### src/lvsa_pkg.sv
`timescale 1ns / 1ps

package lvsa_pkg;

	localparam int ENTRY_W = 48;
	localparam int SUM_W = ENTRY_W + 1;
	localparam int PROD_W = 64;
	localparam int PP_W = 96;
	localparam int MAX_COMPONENTS = 3;
	localparam int COMP_IDX_W = 2;

	localparam logic [ENTRY_W-1:0] ENTRY_MAX = {1'b0, {(ENTRY_W-1){1'b1}}};
	localparam logic [ENTRY_W-1:0] ENTRY_MIN = {1'b1, {(ENTRY_W-1){1'b0}}};

	// Configuration register map (byte addresses) and reset value.
	localparam logic [1:0] REG_COMPONENTS = 2'd0;
	localparam logic [1:0] COMPONENTS_RESET = 2'd1;

	// Multiplier operand selection.
	localparam logic [1:0] MUL_NONE = 2'd0;
	localparam logic [1:0] MUL_JW = 2'd1;
	localparam logic [1:0] MUL_COMP = 2'd2;
	localparam logic [1:0] MUL_PP = 2'd3;

	// What the datapath does with the registered product.
	localparam logic [2:0] ACC_NONE = 3'd0;
	localparam logic [2:0] ACC_JW = 3'd1;
	localparam logic [2:0] ACC_TERM = 3'd2;
	localparam logic [2:0] ACC_PP0 = 3'd3;
	localparam logic [2:0] ACC_PP32 = 3'd4;
	localparam logic [2:0] ACC_PP64 = 3'd5;

	typedef struct packed {
		logic op;
		logic [16:0] dof_index;
		logic signed [31:0] element_area;
		logic signed [31:0] jacobian_det;
		logic signed [31:0] quad_weight;
		logic [MAX_COMPONENTS-1:0][31:0] shape;
		logic [MAX_COMPONENTS-1:0][31:0] source;
	} lvsa_item_t;

	typedef struct packed {
		logic latch;
		logic mem_rd;
		logic [1:0] mul_sel;
		logic [COMP_IDX_W-1:0] mul_idx;
		logic [2:0] acc_op;
		logic [COMP_IDX_W-1:0] term_idx;
		logic s_clr;
		logic mag;
		logic fin;
		logic wr_sum;
		logic rd_done;
		logic clr_wr;
	} lvsa_cmd_t;

	typedef struct packed {
		logic is_read;
		logic skip;
		logic clr_last;
		logic out_free;
	} lvsa_stat_t;

	function automatic logic [31:0] mag32(input logic [31:0] x);
		mag32 = x[31] ? (32'd0 - x) : x;
	endfunction

endpackage

### src/lvsa_ctrl.sv
`timescale 1ns / 1ps

module lvsa_ctrl (
	input logic clk,
	input logic arst_n,
	input logic item_valid,
	output logic item_stall,
	input lvsa_pkg::lvsa_stat_t stat,
	output lvsa_pkg::lvsa_cmd_t cmd
);

	localparam logic [3:0] ST_CLR = 4'd0;
	localparam logic [3:0] ST_IDLE = 4'd1;
	localparam logic [3:0] ST_DEC = 4'd2;
	localparam logic [3:0] ST_RDW = 4'd3;
	localparam logic [3:0] ST_JW = 4'd4;
	localparam logic [3:0] ST_MUL = 4'd5;
	localparam logic [3:0] ST_SUM = 4'd6;
	localparam logic [3:0] ST_MAG = 4'd7;
	localparam logic [3:0] ST_PP = 4'd8;
	localparam logic [3:0] ST_PEND = 4'd9;
	localparam logic [3:0] ST_FIN = 4'd10;
	localparam logic [3:0] ST_ADD = 4'd11;

	localparam logic [1:0] LAST_COMP = 2'(lvsa_pkg::MAX_COMPONENTS - 1);
	localparam logic [1:0] LAST_PP = 2'd3;

	logic [3:0] state_q, state_d;
	logic [1:0] k_q, k_d;

	assign item_stall = (state_q != ST_IDLE);

	always_comb begin
		state_d = state_q;
		k_d = k_q;
		cmd = '0;
		cmd.mul_sel = lvsa_pkg::MUL_NONE;
		cmd.acc_op = lvsa_pkg::ACC_NONE;
		case (state_q)
			ST_CLR: begin
				cmd.clr_wr = 1'b1;
				if (stat.clr_last) begin
					state_d = ST_IDLE;
				end
			end
			ST_IDLE: begin
				cmd.latch = item_valid;
				if (item_valid) begin
					state_d = ST_DEC;
				end
			end
			ST_DEC: begin
				cmd.mem_rd = 1'b1;
				if (stat.is_read) begin
					state_d = ST_RDW;
				end else if (stat.skip) begin
					state_d = ST_IDLE;
				end else begin
					state_d = ST_JW;
				end
			end
			ST_RDW: begin
				if (stat.out_free) begin
					cmd.rd_done = 1'b1;
					state_d = ST_IDLE;
				end
			end
			ST_JW: begin
				cmd.mul_sel = lvsa_pkg::MUL_JW;
				cmd.s_clr = 1'b1;
				k_d = 2'd0;
				state_d = ST_MUL;
			end
			ST_MUL: begin
				// The product of the previous step is consumed while the next one is formed.
				cmd.mul_sel = lvsa_pkg::MUL_COMP;
				cmd.mul_idx = k_q;
				if (k_q == 2'd0) begin
					cmd.acc_op = lvsa_pkg::ACC_JW;
				end else begin
					cmd.acc_op = lvsa_pkg::ACC_TERM;
					cmd.term_idx = k_q - 2'd1;
				end
				if (k_q == LAST_COMP) begin
					k_d = 2'd0;
					state_d = ST_SUM;
				end else begin
					k_d = k_q + 2'd1;
				end
			end
			ST_SUM: begin
				cmd.acc_op = lvsa_pkg::ACC_TERM;
				cmd.term_idx = LAST_COMP;
				state_d = ST_MAG;
			end
			ST_MAG: begin
				cmd.mag = 1'b1;
				k_d = 2'd0;
				state_d = ST_PP;
			end
			ST_PP: begin
				cmd.mul_sel = lvsa_pkg::MUL_PP;
				cmd.mul_idx = k_q;
				case (k_q)
					2'd0: cmd.acc_op = lvsa_pkg::ACC_NONE;
					2'd1: cmd.acc_op = lvsa_pkg::ACC_PP0;
					default: cmd.acc_op = lvsa_pkg::ACC_PP32;
				endcase
				if (k_q == LAST_PP) begin
					k_d = 2'd0;
					state_d = ST_PEND;
				end else begin
					k_d = k_q + 2'd1;
				end
			end
			ST_PEND: begin
				cmd.acc_op = lvsa_pkg::ACC_PP64;
				state_d = ST_FIN;
			end
			ST_FIN: begin
				cmd.fin = 1'b1;
				state_d = ST_ADD;
			end
			ST_ADD: begin
				cmd.wr_sum = 1'b1;
				state_d = ST_IDLE;
			end
			default: begin
				state_d = ST_IDLE;
			end
		endcase
	end

	always_ff @(posedge clk or negedge arst_n) begin
		if (!arst_n) begin
			state_q <= ST_CLR;
			k_q <= 2'd0;
		end else begin
			state_q <= state_d;
			k_q <= k_d;
		end
	end

endmodule

### config.mk
export PLATFORM = sky130hd
export DESIGN_NAME = lvsa_ctrl
export DESIGN_NICKNAME = d
export VERILOG_FILES = /design/src/lvsa_pkg.sv /design/src/lvsa_ctrl.sv
export SDC_FILE = /design/constraint.sdc
export NUM_CORES = 1
export LEC_CHECK = 0
export ABC_AREA = 1
export BUFFER_PORTS_ARGS = -buffer_cell sky130_fd_sc_hd__buf_2
export CAP_MARGIN = 5
export CORE_MARGIN = 8
export CORE_UTILIZATION = 47
export DETAILED_ROUTE_END_ITERATION = 6
export PLACE_DENSITY = 0.77
export SETUP_SLACK_MARGIN = 0.1
export SYNTH_ARGS = -nofsm -noshare
export SYNTH_HDL_FRONTEND = slang
export SYNTH_SLANG_ARGS = --single-unit
### constraint.sdc
create_clock -name clk -period 1.6 [get_ports clk]
set_input_delay 0.08 -clock clk [delete_from_list [all_inputs] [get_ports clk]]
set_output_delay 0.08 -clock clk [all_outputs]
set_load 0.02 [all_outputs]
* Word level (Yosys, flattened, before mapping)
Cells that the tools add are included.
** Word-level totals
- Bits in registers :: 6
- Bits of input ports :: 7
- Output and inout bits :: 18
- Word-level logic and storage cells :: 57
** Operators by class
- $add $sub $neg :: 2
- Equality and inequality tests :: 20
- Muxes and demuxes :: 27
- Reduce and logical (&&, ||, !) cells :: 6
** Operators by type and width (count)
- $pmux 4 s11 :: 1
- $mux 4 :: 6
- $eq 4x3->1 const B :: 4
- $eq 4x4->1 const B :: 4
- $pmux 2 s3 :: 2
- $pmux 3 s4 :: 1
- $mux 2 :: 5
- $ne 2x2->1 const B :: 5
- $mux 1 :: 9
- $eq 4x2->1 const B :: 2
- $pmux 3 s2 :: 1
- $reduce_and 5->1 :: 1
- $eq 2x2->1 const B :: 2
- $eq 4x1->1 const B :: 1
- $logic_not 4->1 :: 1
- $ne 4x1->1 const B :: 1
- $pmux 2 s2 :: 1
- $reduce_or 2->1 :: 2
- $mux 3 :: 1
- $reduce_bool 3->1 :: 1
- $add 2x1->2 const B :: 1
- $eq 2x1->1 const B :: 1
- $logic_not 2->1 :: 1
- $sub 2x1->2 const B :: 1

* Logic depth before layout (Yosys ltp)
Gate-level depths: netlist of the first run.
- Word-level depth :: 3
- Mapped depth :: 10
- Mapped depth without buffers :: 10

* Worst setup path after synthesis of the first run
OpenSTA, ideal clock, no wires.
- Path type :: register to output
- Start point :: register k_q[0]
- End point :: output port cmd[10] (netlist bit)
- Data arrival time :: 1.313 ns
- Required time :: 1.520 ns
- Path slack :: 0.207 ns
- Stages on the path, launching flop included :: 4
- Buffers on the path :: 0
- Cells stage by stage :: dfrtp_1 > inv_1 > ha_1 > o31ai_1
** RTL lines
- from (decl) :: line lvsa_ctrl.sv:29 : logic [1:0] k_q, k_d;
- from (signal assigned) :: line lvsa_ctrl.sv:140 : k_q <= k_d;
- to (decl) :: line lvsa_ctrl.sv:9 : output lvsa_pkg::lvsa_cmd_t cmd

==> reports/metrics.yaml, run 1 <==
worst_setup_path:
  cp.required_ps: 1520
  worstSetupEndpointType: "output pin"
  criticalPathCategory: "reg -> out"
  r2r-start: "state_q[0]$_DFFE_PN0P_"
  crit_fanout: 6
  worst-r2r-cell-count: 7
  arrival_ps: 1470
  rr_endpoint: "k_q[1]$_DFFE_PN0P_"
  r2r_slack_ps: 220
  startpoint_type: "register"
power_and_ir_drop:
  total_leakage_power_nw: 0.591
  vdd_ir_drop_max_uv: 1330
  power-per-cell-area_mw_per_mm2: 2090
global_routing:
  grt_overflow_total: 0
  initial_antenna_violation_count: 0
  grt.total_usage_pct: 13.6
  grt_first_pass_wirelength_um: 3020
  maximum_number_of_pins_on_one_net_before_global_route_repair: 7
  via_count_of_the_first_global_routing_pass: 701
floorplanning:
  chipHeight_um: 53.1
  start_util_pct: 49.8
  placement_rows: 13
  floorplan.core_area_mm2: 0.00130
  floorplan.die_area_mm2: 0.00282
  die_w_um: 53.1
  pin_count: 25
yosys:
  synth_nets: 120
  share_of_synthesized_area_occupied_by_flip_flops_and_latches_pct: 23.2
  synth_area_um2: 648
  synth_warnings: 0
  ys_seq_elements: 6
  unique_cell_type_count_in_the_yosys_netlist: 19
  async_reset_ff_share_pct: 100
  post_synth_main_area_contributors: "dfrtp_1 (23%), nand2_1 (19%), ha_1 (14%)"
  synth_edf_count: 0
  synth-main-ff-cell: "dfrtp_1"
  syn-instance-count: 106
  synth_largest_area_cell: "dfrtp_1"
  post-synth-top-area-fraction_pct: 23.2
  syn_avg_cell_area_um2: 6.11
timing:
  max-slew-margin-rel_pct: 85.8
  timing.final.crit_share_pct: 97.0
  final_critical_period_ps: 1550
  layout_setup_ws_ps: 47.5
  clock.fmax_mhz: 644
  final_hold_viol_count: 0
  final-setup-viol-count: 0
  worstMarginPinSlew_ps: 212
  maximum_clock_skew_at_final_layout_ps: 2.09
  drv_slew: 0
  sum_of_negative_setup_slack_ps: 0
  rsz0062_at_grt: "true"
min_path:
  hold-path-cell-count: 3
  launch_instance_of_the_worst_min_delay_path: "stat[2]"
  holdCritPathClass: "in -> reg"
  min_delay_worst_endpoint: "state_q[2]$_DFFE_PN0P_"
clock_tree:
  cts_tree: "built"
  root_buffer: "clkbuf_4"
  cts_buffer_depth: 2
  clkSinkCount: 6
  cts-buffers-inserted: 3
  clk_pin_slew_ps: 40
  clkLatencyLatePin_ps: 240
  ctsHtreeMaxLevel: 1
detailed_routing:
  routed-via-count: 815
  route.detailed.wl_per_inst_um: 13.3
  drtPass1Iterations: 4
  vias_per_cell: 5.13
  drc: 0
  wirelength_um: 2120
  dr.first_iter.drc_count: 38
  route.antenna.remaining_nets: 0
final_layout:
  final_layout_size_suffix_gt1_share_pct: 42.4
  antennaDiodeCount: 0
  area_growth_syn_to_layout_pct: 47.1
  nets: 160
placed_design:
  detailedPlacementHpwl_um: 1420
  placement.io_buffers: 24
  gpl.final_weighted_congestion: 0.907
  place_worst_setup_slack_ps: 202
run_status:
  run_status: "finished clean"
run:
  max-cap-violations: 0
cell usage after synthesis, types with 2 or more instances:
cell / n
o21ai_0: 4
a21oi_1: 4
nand3_1: 7
ha_1: 7
nor2_1: 11
nand3b_1: 2
nor2_2: 3
nor3_1: 2
inv_1: 19
nand2_1: 32
dfrtp_1: 6
o21ai_1: 2
worst max-delay path by stage:
stage,slack (ps),to,startpoint
3_3_place_gp,240,k_q[1]$_DFFE_PN0P_,state_q[1]$_DFFE_PN0P_
3_5_place_dp,200,cmd[9],state_q[3]$_DFFE_PN0P_
4_1_cts,90,cmd[9],state_q[3]$_DFFE_PN0P_
5_1_grt,30,cmd[9],state_q[1]$_DFFE_PN0P_
6_report,50,cmd[9],state_q[1]$_DFFE_PN0P_
2_1_floorplan,210,cmd[10],k_q[0]$_DFFE_PN0P_
power by group:
group | leakage, nW | internal, mW | total (mW) | switching [mW]
clock network | 0.0138 | 0.0842 | 0.130 | 0.0459
registers | 0.0701 | 0.239 | 0.342 | 0.103
logic | 0.507 | 0.560 | 1.52 | 0.963
worst max-delay path, stage by stage, from the launching register on:
cell and delay, ps:
dfrtp_2 430, inv_2 80, nand2_2 70, nor2_4 150
inv_2 90, o211ai_1 230, buf_4 190
cell usage in the layout (no fill, tap or decap), drive strengths merged:
cell | Yosys | layout
buf | 0 | 34
nand2 | 33 | 33
inv | 20 | 20
nor2 | 15 | 15
nand3 | 7 | 7
ha | 7 | 7
dfrtp | 6 | 6
o21ai | 6 | 6
a21oi | 4 | 4
clkbuf | 0 | 3
nor3 | 2 | 2
nand3b | 2 | 2
o31ai | 1 | 1
o211ai | 1 | 1
or2 | 1 | 1
o22ai | 1 | 1
dlygate4sd3 | 0 | 1
stage by stage:
| stage | total power, mW | instances | hold slack [ps] | cell area [um2] | util (%) |
|---|---|---|---|---|---|
| after floorplan | 1.17 | 106 | -216 | 648 | - |
| after global routing | 2.16 | 159 | 172 | 953 | 73.3 |
| after CTS | 1.71 | 152 | 144 | 855 | 65.7 |
| after detailed placement | 1.49 | 145 | -96.4 | 787 | 60.5 |
| after global placement | 1.49 | 145 | -98.1 | 787 | 60.5 |
| final | 1.99 | 159 | 150 | 953 | 73.3 |
routing by layer:
layer	wire length, um	GRT usage (%)	vias up
li1	-	-	406
met4	25	5.04	0
met3	178	2.24	4
met5	0	0	-
met2	1050	22.5	31
met1	860	17.2	374
area by class of cell:
cell class | count | area (um2)
Sequential cell | 6 | 156
Inverter | 20 | 75.1
Multi-Input combinational cell | 80 | 468
Timing Repair Buffer | 35 | 213
Tap cell | 15 | 18.8
Clock buffer | 3 | 22.5
Fill cell | 105 | 348
state kept, by name (all words and copies together) (netlist names):
name	count
k_q	2
state_q	4
cells by family after synthesis:
logic type                 after synthesis  synth area share [%]
buffers and inverters                   20                  11.6
DFF                                      6                  23.2
and+or+nand+nor                         60                  40.7
adders and majority gates                7                  13.5
AOI/OAI and AO/OA                       13                  11.0
timing repair:
| action | CTS | global route |
|---|---|---|
| setup endpoints to repair | 7 | 14 |
| hold endpoints to repair | 6 | 0 |
| pin swaps | 0 | 5 |
| buffers inserted | 3 | 7 |
| resized for setup | 6 | 19 |
| hold buffers | 1 | 0 |
(Power assumes the default switching activity.)
==> inputs of run 2 (changes only) <==
Settings changed: CELL_PAD_IN_SITES_DETAIL_PLACEMENT set to 2, CELL_PAD_IN_SITES_GLOBAL_PLACEMENT set to 2, CORE_ASPECT_RATIO set to 1.25, CORE_UTILIZATION 47 to 23, PLACE_DENSITY 0.77 to not set, PLACE_DENSITY_LB_ADDON set to 0.1.
==> run 2 against run 1 <==
Clock skew increased by 2.6 ps; worst hold slack lost 18 ps; count of clock-buffer cells in the layout stayed put; critical path type unchanged; largest cell class unchanged; highest routed layer unchanged.
==> reports/metrics.yaml, run 2 (synthesis gave the netlist of run 1 again) <==
run_status:
  run_status: "finished clean"
worst_setup_path:
  crit_fanout: 5
  worstSetupEndpointType: "output pin"
  timing.critical_path.max_delay_family: "simple AND/OR/NAND/NOR gates"
  path_common_cell: "nand2_1"
  cp.required_ps: 1520
  criticalPathCategory: "reg -> out"
  startpoint_type: "register"
  cpPeakStageDelay_ps: 440
  critical_path.cell_chain: "inv_1, nor2_2, nand2_1, nand2_1, buf_2"
  arrival_ps: 1410
  slowest_library_cell_on_the_worst_path: "dfrtp_2"
  cp_num_buf_inv: 2
global_routing:
  maximum_number_of_pins_on_one_net_before_global_route_repair: 7
  initial_antenna_violation_count: 0
  met1_usage_pct: 9.63
  grt_util_met2_pct: 24.7
  gr-max-usage-layer: "met2"
  via_count_of_the_first_global_routing_pass: 910
  grt_util_met3_pct: 3.09
  grt_first_pass_wirelength_um: 4280
  grt.total_usage_pct: 11.6
  grt_overflow_total: 0
detailed_routing:
  route.antenna.remaining_nets: 0
  drc: 0
  route.detailed.wl_per_inst_um: 15.4
  routed-via-count: 818
  vias_per_cell: 4.60
  drtPass1Iterations: 2
  dr.first_iter.drc_count: 19
  wirelength_um: 2730
clock_tree:
  root_buffer: "clkbuf_4"
  cts-buffers-inserted: 3
  clkSinkCount: 6
  clk_pin_slew_ps: 50
  cts_buffer_depth: 2
  clkLatencyLatePin_ps: 240
  ctsHtreeMaxLevel: 1
  cts_tree: "built"
final_layout:
  final_layout_size_suffix_gt1_share_pct: 43.8
  layout.cells.most_common_list: "nand2_1 (30), buf_2 (18), inv_1 (14), buf_4 (14), nor2_1 (10)"
  registers.top_by_ff_count: "state_q"
  area_growth_syn_to_layout_pct: 54.2
  layout_commonest_cell: "nand2_1"
  registers_with_the_most_flip_flops: "state_q x4, k_q x2"
  postLayoutCellArea_um2: 1000
  antennaDiodeCount: 0
  nets: 160
  largest_register_ffs: 4
  finish.utilization_pct: 37.3
floorplanning:
  placement_rows: 21
  floorplan.die_area_mm2: 0.00478
  start_util_pct: 24.2
  die_w_um: 63.5
  floorplan.core_area_mm2: 0.00268
  chipHeight_um: 75.4
  pin_count: 25
run:
  max-cap-violations: 0
power_and_ir_drop:
  finalPower_mw: 2.03
  vdd_ir_drop_max_uv: 969
  power-per-cell-area_mw_per_mm2: 2030
  total_leakage_power_nw: 0.602
timing:
  final-setup-viol-count: 0
  maximum_clock_skew_at_final_layout_ps: 4.73
  rsz0062_at_grt: "true"
  sum_of_negative_setup_slack_ps: 0
  worstMarginPinSlew_ps: 246
  holdWs_ps: 132
  timing.final.crit_share_pct: 92.9
  drv_slew: 0
  clock.fmax_mhz: 672
  final_hold_viol_count: 0
  final_critical_period_ps: 1490
  max-slew-margin-rel_pct: 83.6
placed_design:
  detailedPlacementHpwl_um: 2160
  placement.io_buffers: 24
  gpl.final_weighted_congestion: 0.738
  postPlaceCellArea_um2: 818
min_path:
  holdCritPathClass: "in -> reg"
[run 2: area by class of cell]
cell class	instances	area [um2]
inverter	20	77.6
clock buffer	3	22.5
multi-input combinational	80	472
fill	349	1680
sequential	6	158
tap	34	42.5
timing repair buffer	35	228
[run 2: worst reg2reg max path, stage by stage (launching register included)]
cell and delay (ps):
dfrtp_2 440, inv_1 90, nor2_2 200, nand2_1 150, nand2_1 110, nor2_1 70, o21ai_1 110, a21oi_1 100
[run 2: through the flow]
| step | worst slack, ps | instances |
|---|---|---|
| 6_report | 113 | 178 |
| 5_1_grt | 5.44 | 178 |
| 4_1_cts | 71.5 | 175 |
| 3_5_place_dp | 99.9 | 165 |
| 3_3_place_gp | 127 | 165 |
| 2_1_floorplan | 207 | 106 |
[run 2: worst paths after layout]
path / slack (ps) / cells past startpoint / endpoint / start
min in group asynchronous: 200 / 2 / k_q[1]$_DFFE_PN0P_ / arst_n
max in group asynchronous: 1240 / 2 / state_q[1]$_DFFE_PN0P_ / arst_n
max reg2reg: 210 / 7 / k_q[1]$_DFFE_PN0P_ / state_q[2]$_DFFE_PN0P_
min reg2reg: 650 / 2 / state_q[3]$_DFFE_PN0P_ / state_q[3]$_DFFE_PN0P_
min: 130 / 3 / state_q[2]$_DFFE_PN0P_ / stat[2]
max: 110 / 5 / cmd[13] / state_q[2]$_DFFE_PN0P_
[run 2: metal layers]
layer	wire length [um]	share of wire, %
met3	102	3.7
met2	1600	58
met4	53	1.9
met1	978	36
met5	0	0
[run 2: where the power goes]
group          total (mW)  switching [mW]  leakage [nW]  internal [mW]
Sequential          0.362           0.121        0.0685          0.241
Combinational        1.53           0.968         0.520          0.560
Clock               0.139          0.0542        0.0138         0.0848
[run 2: timing repair]
action,in CTS,in global routing
hold buffers,1,0
setup buffers,6,3
gates resized for setup,16,16
pin swaps,2,2
endpoints found under the hold margin,6,0
endpoints found under the setup margin,11,16
